[config.mk]
export PLATFORM = sky130hd
export DESIGN_NAME = seven_bit_frame_receiver
export DESIGN_NICKNAME = d
export VERILOG_FILES = /design/src/rtl/core/sbfr_pkg.sv /design/src/rtl/core/seven_bit_frame_receiver.sv /design/src/rtl/core/sbfr_in_stage.sv /design/src/rtl/core/sbfr_frame_core.sv /design/src/rtl/core/sbfr_out_stage.sv
export SDC_FILE = /design/constraint.sdc
export NUM_CORES = 1
export LEC_CHECK = 0
export ABC_AREA = 1
export BUFFER_PORTS_ARGS = -buffer_cell sky130_fd_sc_hd__buf_2
export CORE_ASPECT_RATIO = 1.2
export CORE_MARGIN = 2
export CORE_UTILIZATION = 55
export DETAILED_ROUTE_END_ITERATION = 10
export PLACE_DENSITY = 0.76
export SETUP_SLACK_MARGIN = 0.2
export SLEW_MARGIN = 30
export SYNTH_ARGS = -nofsm -noshare
export SYNTH_HDL_FRONTEND = slang
export SYNTH_HIERARCHICAL = 1
export SYNTH_SLANG_ARGS = --single-unit
[constraint.sdc]
create_clock -name clk_i -period 6.8 [get_ports clk_i]
set_clock_uncertainty 0.05 [all_clocks]
set_input_delay 2.04 -clock clk_i [delete_from_list [all_inputs] [get_ports clk_i]]
set_output_delay 2.04 -clock clk_i [all_outputs]
set_load 0.01 [all_outputs]
[src/rtl/core/sbfr_pkg.sv]
// shared types and constants for the seven-bit frame receiver
`default_nettype none

package sbfr_pkg;

  localparam int unsigned ByteW     = 8;
  localparam int unsigned CodeW     = 7;
  localparam int unsigned WordW     = 32;
  localparam int unsigned CountW    = 3;
  localparam int unsigned CfgIdxW   = 1;
  localparam int unsigned InTdataW  = 8;
  localparam int unsigned OutTdataW = 40;

  localparam logic [CountW-1:0] MaxChunks = CountW'(5);

  localparam logic [CodeW-1:0] StartCodeReset = CodeW'(1);
  localparam logic [CodeW-1:0] EndCodeReset   = CodeW'(2);

  // configuration register indexes
  localparam logic [CfgIdxW-1:0] CfgStartCode = 1'b0;
  localparam logic [CfgIdxW-1:0] CfgEndCode   = 1'b1;

  typedef enum logic [1:0] {
    PhIdle  = 2'd0,
    PhType  = 2'd1,
    PhData  = 2'd2,
    PhCheck = 2'd3
  } phase_e;

  // one validated frame
  typedef struct packed {
    logic [CodeW-1:0] msg_type;
    logic [WordW-1:0] data_word;
    logic             word_present;
  } result_t;

  // current control codes
  typedef struct packed {
    logic [CodeW-1:0] start_code;
    logic [CodeW-1:0] end_code;
  } codes_t;

endpackage

`default_nettype wire

[src/rtl/core/seven_bit_frame_receiver.sv]
// top level of the seven-bit frame receiver
//
// Slave channel: one received byte per request on s_axis_tdata. Bit 7 set
// marks a control byte whose low seven bits are matched against the start
// and end codes; other bytes are type, data chunks or the check byte.
// Master channel: one request per validated frame, carrying the type and the
// assembled 32-bit word in m_axis_tdata and the word-present flag in
// m_axis_tuser. Bad or aborted frames produce nothing.
// Configuration: cfg_we_i writes cfg_wdata_i into register cfg_idx_i
// (0 start code, 1 end code) at the clock edge; write only while idle.
// Path: a byte taken into the input register is processed from there and its
// result is loaded into the result register, so m_axis_tvalid rises when the
// outcome of the check byte is loaded.
// Throughput: one byte per cycle while the result register is free, set by the
// state update between the input register and the result register.
// Reset: rst_ni low clears the frame state to idle, drops both pipeline
// registers and restores start code 1 and end code 2.
// Stall: while m_axis_tready is low with a result held, the byte in the
// input register waits and s_axis_tready stays low until the result is taken.
`default_nettype none

module seven_bit_frame_receiver (
  input  wire logic                            clk_i,
  input  wire logic                            rst_ni,
  input  wire logic                            s_axis_tvalid,
  output logic                                 s_axis_tready,
  input  wire logic [sbfr_pkg::InTdataW-1:0]   s_axis_tdata,   // [7:0] rx_byte
  output logic                                 m_axis_tvalid,
  input  wire logic                            m_axis_tready,
  output logic [sbfr_pkg::OutTdataW-1:0]       m_axis_tdata,   // [6:0] msg_type,
                                                               // [38:7] data_word, [39] zero
  output logic                                 m_axis_tuser,   // [0] word_present
  input  wire logic                            cfg_we_i,
  input  wire logic [sbfr_pkg::CfgIdxW-1:0]    cfg_idx_i,
  input  wire logic [sbfr_pkg::CodeW-1:0]      cfg_wdata_i
);

  logic                       byte_valid;
  logic [sbfr_pkg::ByteW-1:0] byte_q_w;
  logic                       step;
  logic                       out_free;
  logic                       res_valid;
  sbfr_pkg::result_t          res;
  sbfr_pkg::result_t          res_out;
  sbfr_pkg::codes_t           codes_q;

  // control code registers
  always_ff @(posedge clk_i or negedge rst_ni) begin
    if (!rst_ni) begin
      codes_q.start_code <= sbfr_pkg::StartCodeReset;
      codes_q.end_code   <= sbfr_pkg::EndCodeReset;
    end else if (cfg_we_i) begin
      unique case (cfg_idx_i)
        sbfr_pkg::CfgStartCode: codes_q.start_code <= cfg_wdata_i;
        sbfr_pkg::CfgEndCode:   codes_q.end_code   <= cfg_wdata_i;
        default:                codes_q            <= codes_q;
      endcase
    end
  end

  // a byte is processed when the result register can take its outcome
  assign step = byte_valid && out_free;

  sbfr_in_stage u_in (
    .clk_i        (clk_i),
    .rst_ni       (rst_ni),
    .in_valid_i   (s_axis_tvalid),
    .in_ready_o   (s_axis_tready),
    .in_byte_i    (s_axis_tdata[sbfr_pkg::ByteW-1:0]),
    .byte_valid_o (byte_valid),
    .byte_o       (byte_q_w),
    .take_i       (step)
  );

  sbfr_frame_core u_core (
    .clk_i       (clk_i),
    .rst_ni      (rst_ni),
    .step_i      (step),
    .byte_i      (byte_q_w),
    .codes_i     (codes_q),
    .res_valid_o (res_valid),
    .res_o       (res)
  );

  sbfr_out_stage u_out (
    .clk_i       (clk_i),
    .rst_ni      (rst_ni),
    .load_i      (step),
    .res_valid_i (res_valid),
    .res_i       (res),
    .free_o      (out_free),
    .out_valid_o (m_axis_tvalid),
    .out_ready_i (m_axis_tready),
    .res_o       (res_out)
  );

  // pack the master-side payload
  assign m_axis_tdata = {1'b0, res_out.data_word, res_out.msg_type};
  assign m_axis_tuser = res_out.word_present;

endmodule

`default_nettype wire

[src/rtl/core/sbfr_in_stage.sv]
// input register for received bytes
`default_nettype none

module sbfr_in_stage (
  input  wire logic                      clk_i,
  input  wire logic                      rst_ni,
  input  wire logic                      in_valid_i,
  output logic                           in_ready_o,
  input  wire logic [sbfr_pkg::ByteW-1:0] in_byte_i,
  output logic                           byte_valid_o,
  output logic [sbfr_pkg::ByteW-1:0]     byte_o,
  input  wire logic                      take_i
);

  logic                       valid_q, valid_d;
  logic [sbfr_pkg::ByteW-1:0] byte_q;

  // room when empty or when the held byte leaves this cycle
  assign in_ready_o = !valid_q || take_i;

  always_comb begin
    valid_d = valid_q;
    if (in_ready_o) begin
      valid_d = in_valid_i;
    end
  end

  always_ff @(posedge clk_i or negedge rst_ni) begin
    if (!rst_ni) begin
      valid_q <= 1'b0;
    end else begin
      valid_q <= valid_d;
    end
  end

  // payload has no reset
  always_ff @(posedge clk_i) begin
    if (in_ready_o && in_valid_i) begin
      byte_q <= in_byte_i;
    end
  end

  assign byte_valid_o = valid_q;
  assign byte_o       = byte_q;

endmodule

`default_nettype wire

[src/rtl/core/sbfr_frame_core.sv]
// frame state machine, word assembly and check
`default_nettype none

module sbfr_frame_core (
  input  wire logic                       clk_i,
  input  wire logic                       rst_ni,
  input  wire logic                       step_i,
  input  wire logic [sbfr_pkg::ByteW-1:0] byte_i,
  input  wire sbfr_pkg::codes_t           codes_i,
  output logic                            res_valid_o,
  output sbfr_pkg::result_t               res_o
);

  sbfr_pkg::phase_e                phase_q, phase_d;
  logic [sbfr_pkg::CountW-1:0]     count_q, count_d;
  logic [sbfr_pkg::CodeW-1:0]      parity_q, parity_d;
  logic [sbfr_pkg::CodeW-1:0]      type_q, type_d;
  logic [sbfr_pkg::WordW-1:0]      word_q, word_d;
  logic [sbfr_pkg::CodeW-1:0]      val;
  logic                            is_ctrl;
  logic [sbfr_pkg::WordW-1:0]      chunk_bits;

  assign val     = byte_i[sbfr_pkg::CodeW-1:0];
  assign is_ctrl = byte_i[sbfr_pkg::ByteW-1];

  // place the chunk by its position in the word
  always_comb begin
    unique case (count_q)
      3'd0:    chunk_bits = {val, 25'd0};
      3'd1:    chunk_bits = {7'd0, val, 18'd0};
      3'd2:    chunk_bits = {14'd0, val, 11'd0};
      3'd3:    chunk_bits = {21'd0, val, 4'd0};
      default: chunk_bits = {28'd0, val[6:3]};
    endcase
  end

  // next state and result for one byte
  always_comb begin
    phase_d     = phase_q;
    count_d     = count_q;
    parity_d    = parity_q;
    type_d      = type_q;
    word_d      = word_q;
    res_valid_o = 1'b0;
    res_o.msg_type     = type_q;
    res_o.data_word    = word_q;
    res_o.word_present = (count_q == sbfr_pkg::MaxChunks);
    if (step_i) begin
      if (is_ctrl) begin
        priority if (val == codes_i.start_code) begin
          word_d  = '0;
          count_d = '0;
          phase_d = sbfr_pkg::PhType;
        end else if (val == codes_i.end_code) begin
          phase_d = (phase_q == sbfr_pkg::PhData) ? sbfr_pkg::PhCheck : sbfr_pkg::PhIdle;
        end else begin
          phase_d = phase_q;
        end
      end else begin
        unique case (phase_q)
          sbfr_pkg::PhType: begin
            type_d   = val;
            parity_d = val;
            phase_d  = sbfr_pkg::PhData;
          end
          sbfr_pkg::PhData: begin
            if (count_q < sbfr_pkg::MaxChunks) begin
              word_d   = word_q | chunk_bits;
              count_d  = count_q + 3'd1;
              parity_d = parity_q ^ val;
            end else begin
              // sixth chunk aborts the frame
              phase_d = sbfr_pkg::PhIdle;
            end
          end
          sbfr_pkg::PhCheck: begin
            phase_d     = sbfr_pkg::PhIdle;
            res_valid_o = (parity_q == val) &&
                          ((count_q == '0) || (count_q == sbfr_pkg::MaxChunks));
          end
          default: begin
            phase_d = phase_q;
          end
        endcase
      end
    end
  end

  always_ff @(posedge clk_i or negedge rst_ni) begin
    if (!rst_ni) begin
      phase_q  <= sbfr_pkg::PhIdle;
      count_q  <= '0;
      parity_q <= '0;
      type_q   <= '0;
      word_q   <= '0;
    end else begin
      phase_q  <= phase_d;
      count_q  <= count_d;
      parity_q <= parity_d;
      type_q   <= type_d;
      word_q   <= word_d;
    end
  end

endmodule

`default_nettype wire

[src/rtl/core/sbfr_out_stage.sv]
// result register toward the master side
`default_nettype none

module sbfr_out_stage (
  input  wire logic              clk_i,
  input  wire logic              rst_ni,
  input  wire logic              load_i,
  input  wire logic              res_valid_i,
  input  wire sbfr_pkg::result_t res_i,
  output logic                   free_o,
  output logic                   out_valid_o,
  input  wire logic              out_ready_i,
  output sbfr_pkg::result_t      res_o
);

  logic              valid_q, valid_d;
  sbfr_pkg::result_t res_q;

  // free when empty or when the held result is taken now
  assign free_o = !valid_q || out_ready_i;

  always_comb begin
    valid_d = valid_q;
    if (free_o) begin
      valid_d = load_i && res_valid_i;
    end
  end

  always_ff @(posedge clk_i or negedge rst_ni) begin
    if (!rst_ni) begin
      valid_q <= 1'b0;
    end else begin
      valid_q <= valid_d;
    end
  end

  always_ff @(posedge clk_i) begin
    if (free_o && load_i && res_valid_i) begin
      res_q <= res_i;
    end
  end

  assign out_valid_o = valid_q;
  assign res_o       = res_q;

endmodule

`default_nettype wire

==> metrics.txt, run 1 <==
Clock Latency Late Sink=410 ps; Hold Crit Start=u_core/word_q[28]; combinational fraction of design power=0.202; predominant post-synthesis flop cell=dfrtp_1; Resize count post-CTS=0; FF-to-FF setup slack=4220 ps; cts bufs inserted=17; Mean Syn Cell Area=10.42 µm²; fin crit period=4772 ps; met1 Use GR=0.2555; Synthesis Warnings=6; Core Region=9418 µm²; commonest cells in the netlist=nand2_1, dfrtp_1, edfxtp_1, inv_1, a21oi_1; Max Clk Rate=209.6 MHz; hold path depth=0; simple-gate share of the synthesized area=0.1777; Post-Syn Area=5260 µm²; post-synthesis compound-gate area fraction=0.08658; status=finished clean; number of diodes=0; Worst Path Required=4710 ps; routed len/inst=14.06 µm; XOR/XNOR Fraction of Synth Area=0.02997; register area share after synthesis=0.5932; Setup Viol. Count Final=0; crit path launch=m_axis_tready; initial antenna violation count=0; CTS clk-pin slew, worst paths=50 ps; P_int=1.646 mW; largest net degree at the start of global routing=68; CP Capture Type=output pin; Max rail drop VDD=0.2118 mV; global route overflow=0; GRT busiest layer=met2; Arr. time, crit path=2680 ps; IO Pins=64; Starting DRT DRC Count=232; die footprint=10370 µm²; drt first pass iters=7; PwrDens=388.5 nW/µm²; Post-synth EDFFs=48; share of layout cells above drive strength 1=0.2837; worst-path fanout max=4; H-Tree Depth=4; initial core utilization=0.5585; RSZ-0062 raised after global routing=false; DR vias=3613; CTS root buf=clkbuf_16; worst hold path endpoint=u_out/res_o[29]; met2 Usage GRT=0.3295; Post-Route WL=9856 µm; Routed Antenna Nets=0; vias per cell=5.154; Final Hold Viols=0; Nets=594; Leakage=2.750 nW; Synth area leader=dfrtp_1; die height=111.1 µm; FF+latch count, synth=115; Sw Ratio=0.3067; crit path kind=input pin to output pin; sequential power share=0.419; DRC viols=0; Area Overhead vs Synth=16.22%; first-pass GRT wire length=16310 µm; final hold slack=391.3 ps; top-count cell post-synth=nand2_1; CTS tree=done; Max Cap Violations=0; CTS Hold Bufs=0; Synth top area share=0.3092; area share of fa/ha/maj cells after synthesis=0.01903; CTS sink cnt=115; Fillers=742; R2R Path Start=u_core/count_q[0]; M3 GR Usage=0.05438; dominant cells by area after synthesis=dfrtp_1, edfxtp_1, nand2_1; Max clock buf depth=2; Final Max Tran Viols=0; port bufs=62; gpl congestion=0.8476; worst slew pin tran=845.2 ps; worst r2r dst=u_out/res_o[35]; Clock power frac=0.380; fraction of registers with async set/reset=0.5826; Total Routing Usage GR=0.2069; P_sw=0.7284 mW; Die Wd=93.28 µm; post-DP HPWL=6110 µm; headroom to the max-slew limit=0.4365; Setup TNS Final=0 ps; Mapped Cells=505; Hold Path Class=register to register; Yosys cell types=33; largest family of logic cells by synthesized area=simple AND/OR/NAND/NOR gates; mux contribution to synthesized area=0.008563; number of global-route vias before repair=3487; Final Cycle Share=0.7017; row count=39; worst r2r path cells=11; Worst Setup Start Kind=input pin; Net Count, Synth=534; setup bufs post-CTS=0
-- routing by layer --
| layer | up-vias | wire [µm] |
|---|---|---|
| met3 | 21 | 576 |
| li1 | 1757 | - |
| met1 | 1728 | 3979 |
| met5 | - | 0 |
| met4 | 0 | 264 |
| met2 | 107 | 5036 |
-- how the worst max path moves through the flow --
stage / end / slack (ps)
finish: s_axis_tready / 2030
global route: s_axis_tready / 1940
CTS: s_axis_tready / 2020
detailed placement: s_axis_tready / 2030
global placement: s_axis_tready / 2030
floorplan: u_out/res_o[0] / 1640
-- sequential cells by signal, summed over array words and instances, names as in the netlist --
name,count
u_out/res_o,40
u_core/word_q,32
codes_q,14
u_in/byte_o,8
u_core/parity_q,7
u_core/type_q,7
u_core/count_q,3
u_core/phase_q,2
u_in/byte_valid_o,1
u_out/out_valid_o,1
-- power groups by stage --
stage | clock [mW] | combinational (mW) | sequential [mW]
5_1_grt | 0.946 | 0.548 | 1.01
3_3_place_gp | 0 | 0.443 | 0.997
2_1_floorplan | 0 | 0.420 | 0.961
3_5_place_dp | 0 | 0.466 | 1.00
6_report | 0.902 | 0.479 | 0.994
4_1_cts | 0.915 | 0.477 | 0.994
-- through the flow --
stage / area, µm² / power [mW] / util / worst slack, ps / std cells
6_report: 6113 / 2.375 / 0.6491 / 2028 / 701
2_1_floorplan: 5260 / 1.382 / - / 1638 / 505
3_3_place_gp: 5504 / 1.441 / 0.5844 / 2034 / 669
3_5_place_dp: 5504 / 1.471 / 0.5844 / 2025 / 669
5_1_grt: 6113 / 2.507 / 0.6491 / 1936 / 701
4_1_cts: 6113 / 2.386 / 0.6491 / 2023 / 701
-- layout make-up --
cell class | count | area (µm²) | area share
clock buffers | 18 | 429.2 | 0.07020
clock inverters | 14 | 180.2 | 0.02947
inverters | 47 | 188.9 | 0.03090
multi-input cells | 319 | 1708 | 0.2794
flip-flops and latches | 115 | 3120 | 0.5104
well taps | 123 | 153.9 | 0.02517
repair buffers | 65 | 332.8 | 0.05444
-- cells in the final DEF, fill, tap and decap left out, types with 2 or more instances in the layout --
cell type and instances:
o21ai_2 19, nand3_1 19, buf_2 62, ha_1 8, nand2_4 2, clkinvlp_4 5
inv_2 4, o21ai_0 6, nor2_2 2, bufinv_16 3, dfrtp_1 65, nand2_1 127
xor2_1 8, clkinv_4 3, clkbuf_16 17, inv_6 4, inv_1 40, a31oi_1 7
mux2_2 4, a21oi_1 36, dfstp_2 2, edfxtp_1 48, xnor2_1 10, o21ai_1 6
nor2_1 29, buf_4 3, nand2_2 30
-- critical path: stages --
cell and delay [ps]:
buf_2 90, inv_1 90, nand2_1 70, nand2_1 60, inv_1 60, inv_1 70, nand2_1 60, buf_2 140
-- cell families (layout without fill, tap and decap cells) --
family | count (synthesis) | in the layout
AOI/OAI and AO/OA | 75 | 75
other | 1 | 1
xor gates and xnor gates | 18 | 18
and+or+nand+nor | 213 | 213
DFF | 115 | 115
muxes | 4 | 4
adders and majority gates | 8 | 8
buffers and inverters | 71 | 144
(Power assumes the default switching activity.)
==> run 2: changes to the inputs <==
CORE_UTILIZATION = 52   (was 55)
PLACE_DENSITY = 0.75   (was 0.76)
clock period = 4 ns   (was 6.8 ns; I/O delays follow)
==> run 2 against run 1 <==
Effect of this change:
- critical path depth unchanged
- die area increased by 5.5%
- clock-buffer cell count is 6 higher
- utilization is 4.1 points lower
- sequential power rose by 70%
- register-to-register slack worse by 2900 ps
- sequential cell count unchanged
==> metrics.txt, run 2 (synthesis gave the netlist of run 1 again) <==
Arr. time, crit path=1870 ps; CTS Hold Bufs=0; number of diodes=0; row count=40; gpl congestion=0.8780; PwrDens=625.9 nW/µm²; Max rail drop VDD=0.3376 mV; worst slew pin tran=852.9 ps; most common cell after layout, fill and taps aside=nand2_1; post-DP HPWL=6567 µm; crit path kind=input pin to output pin; status=finished clean; Resize count post-CTS=0; headroom to the max-slew limit=0.4283; setup bufs post-CTS=0; Total Routing Usage GR=0.2072; critical-path cell list=buf_2 > inv_1 > nand2_1 > nand2_1 > inv_1 > inv_1 > nand2_1 > buf_2; CP peak stage delay=140 ps; Final Max Tran Viols=0; initial core utilization=0.5308; vias per cell=5.115; CTS clk-pin slew, worst paths=50 ps; most frequent cells in the layout=nand2_1, dfrtp_1, buf_2; worst-path fanout max=4; Core Region=9910 µm²; DRC viols=0; drt first pass iters=5; max reg flops=40; CTS root buf=clkbuf_16; die height=114.2 µm; CP Capture Type=output pin; share of layout cells above drive strength 1=0.2712; initial antenna violation count=0; Area Overhead vs Synth=14.61%; Final WS setup=882.2 ps; CTS tree=done; first-pass GRT wire length=16970 µm; RSZ-0062 raised after global routing=false; routed len/inst=14.33 µm; H-Tree Depth=4; FF-to-FF setup slack=1330 ps; Setup TNS Final=0 ps; largest net degree at the start of global routing=56; Max clock buf depth=2; DP Worst Slack=780.1 ps; Post-Route WL=10100 µm; IO Pins=64; Layout Utilization=0.6083; Starting DRT DRC Count=184; Routed Antenna Nets=0; DR vias=3606; Leakage=2.722 nW; Max Cap Violations=0; Nets=595; total power=3.773 mW; Final Hold Viols=0; Die Wd=95.81 µm; Hold Path Class=register to register; Worst Path Required=2750 ps; CTS sink cnt=115; die footprint=10940 µm²; Clock Latency Late Sink=400 ps; Worst Setup Start Kind=input pin; number of global-route vias before repair=3584; fin crit period=3118 ps; port bufs=62; Max Clk Rate=320.7 MHz; global route overflow=0; cts bufs inserted=17; Final Cycle Share=0.7795; Setup Viol. Count Final=0; CP max stage cell=buf_2
-- run 2: layer usage --
| metal | track usage | routed length [µm] |
|---|---|---|
| met1 | 0.2613 | 4254 |
| met2 | 0.3385 | 5173 |
| met3 | 0.05464 | 522 |
| met4 | 0.08476 | 153 |
| met5 | 0 | 0 |
-- run 2: path summary, 6_finish.rpt --
check,startpoint,endpoint,depth (start not counted)
max,m_axis_tready,s_axis_tready,8
min,u_core/word_q[24],u_out/res_o[25],0
max reg2reg,u_core/count_q[0],u_out/res_o[19],11
min reg2reg,u_core/word_q[24],u_out/res_o[25],0
max in group asynchronous,rst_ni,u_core/word_q[1],2
min in group asynchronous,rst_ni,u_core/phase_q[1],1
-- run 2: layout make-up --
cell class	instances	area, µm²
Clock buffer	24	461.7
Inverter	47	188.9
Fill cell	839	3881
Timing Repair Buffer	66	352.8
Multi-Input combinational cell	319	1708
Sequential cell	115	3120
Clock inverter	8	38.79
Tap cell	126	157.7
-- run 2: worst max-delay path, delay by kind of cell --
family | cells | cell delay (ps)
simple gates | 3 | 200
buf+inv | 5 | 480
-- run 2: per-stage QoR --
stage | instance area, µm² | hold slack [ps] | cells
2_1_floorplan | 5264 | 369.4 | 505
3_3_place_gp | 5528 | 375.8 | 673
3_5_place_dp | 5528 | 383.5 | 673
4_1_cts | 6028 | 395.6 | 705
5_1_grt | 6028 | 404.3 | 705
6_report | 6028 | 394.4 | 705
-- run 2: power by group --
group | leakage [nW] | switching, mW | internal (mW) | total (mW)
Combinational | 1.18 | 0.506 | 0.306 | 0.812
Sequential | 1.30 | 0.183 | 1.51 | 1.69
Clock | 0.244 | 0.474 | 0.793 | 1.27
==> run 3: changes to the inputs <==
clock period = 2.8 ns   (was 4 ns; I/O delays follow)
==> run 3 against run 2 <==
Effect of this change:
- clock-buffer cell count decreased by 5
- combinational power up 48%
- global-route usage shrank 0.38 points
- utilization rose by 1.1 points
- sequential share of layout area fell by 0.95 points
- die area did not move
- largest power group unchanged
==> metrics.txt, run 3 (synthesis gave the netlist of run 1 again) <==
Max Cap Violations=0; Leakage=2.783 nW; CTS Hold Bufs=0; global route overflow=0; Setup TNS Final=0 ps; post-DP HPWL=6694 µm; status=finished clean; row count=40; R2R Path Start=u_in/byte_o[6]; Post-Route WL=10080 µm; post-route cell area=6141 µm²; first-pass GRT wire length=16390 µm; Arr. time, crit path=1460 ps; routed len/inst=14.17 µm; crit path launch=m_axis_tready; max reg flops=40; Final Hold Viols=0; Nets=601; Max rail drop VDD=0.4800 mV; Max Clk Rate=426.0 MHz; Routed Antenna Nets=0; Worst Setup Start Kind=input pin; CTS sink cnt=115; Placed Cells=679; die height=114.2 µm; Core Region=9910 µm²; most frequent cells in the layout=nand2_1, dfrtp_1, buf_2; Hold Path Class=register to register; DR vias=3620; crit path kind=input pin to output pin; headroom to the max-slew limit=0.5311; drt first pass iters=4; initial antenna violation count=0; Starting DRT DRC Count=205; CTS clk-pin slew, worst paths=50 ps; die footprint=10940 µm²; share of layout cells above drive strength 1=0.2940; vias per cell=5.091; Clock Latency Late Sink=410 ps; gpl congestion=0.8225; Worst Path Required=1910 ps; Die Wd=95.81 µm; Final Cycle Share=0.8385; Post-DP Area=5590 µm²; number of global-route vias before repair=3421; CTS root buf=clkbuf_16; cts bufs inserted=17; number of diodes=0; IO Pins=64; initial core utilization=0.5308; Max clock buf depth=2; largest net degree at the start of global routing=56; fin cells=711; Total Routing Usage GR=0.2034; Area Overhead vs Synth=16.75%; most common cell after layout, fill and taps aside=nand2_1; DRC viols=0; Final Max Tran Viols=0; worst-path fanout max=4; setup bufs post-CTS=0; fin crit period=2348 ps; CP Capture Type=output pin; port bufs=62; H-Tree Depth=4; Setup Viol. Count Final=0; worst slew pin tran=703.4 ps; Resize count post-CTS=0; CTS tree=done; Hold Crit Start=u_core/type_q[2]; PwrDens=913.2 nW/µm²; RSZ-0062 raised after global routing=false
[run 3: cell count changes in the layout (fill, tap and decap cells not counted), sizes merged]
cell / previous run / this run
clkbuf: 24 / 19
clkinv: 8 / 11
bufinv: 0 / 2
buf: 66 / 72
[run 3: final cells by class]
class                           count  area, µm²
Fill cell                         821       3769
Sequential cell                   115       3120
Multi-Input combinational cell    319       1713
Clock buffer                       19      432.9
Timing Repair Buffer               72      410.4
Inverter                           47      188.9
Tap cell                          126      157.7
Clock inverter                     13      117.6
[run 3: path summary, 6_finish.rpt]
check | endpoint | slack [ps] | cells after the start
min reg2reg | u_out/res_o[35] | 400 | 0
max reg2reg | u_out/res_o[10] | 570 | 7
min in group asynchronous | u_core/parity_q[6] | 420 | 1
max | s_axis_tready | 450 | 8
min | u_out/res_o[35] | 400 | 0
max in group asynchronous | u_core/word_q[23] | 1630 | 2
[run 3: layer usage]
| layer | global-route usage | up-vias | routed length, µm |
|---|---|---|---|
| met2 | 0.3301 | 94 | 5189 |
| met5 | 0 | - | 0 |
| met1 | 0.2413 | 1734 | 4081 |
| met3 | 0.06847 | 21 | 560 |
| li1 | - | 1771 | - |
| met4 | 0.09810 | 0 | 245 |
[run 3: through the flow]
stage | setup slack [ps] | util | power [mW] | hold slack (ps)
5_1_grt | 350.0 | 0.6197 | 5.943 | 402.6
2_1_floorplan | 204.0 | - | 3.358 | 369.4
6_report | 452.3 | 0.6197 | 5.608 | 395.3
3_5_place_dp | 388.1 | 0.5641 | 3.617 | 380.7
3_3_place_gp | 454.3 | 0.5641 | 3.536 | 376.3
4_1_cts | 448.3 | 0.6197 | 5.632 | 396.0
[run 3: power breakdown]
part / total (mW) / internal (mW) / switching, mW
clock network: 1.99 / 1.28 / 0.707
logic: 1.20 / 0.460 / 0.737
registers: 2.42 / 2.16 / 0.261
[run 3: critical path: stages]
cell and delay (ps):
buf_2 100, inv_2 70, nand2_2 50, nand2_1 80, inv_2 50, inv_1 70, nand2_1 60, buf_2 140
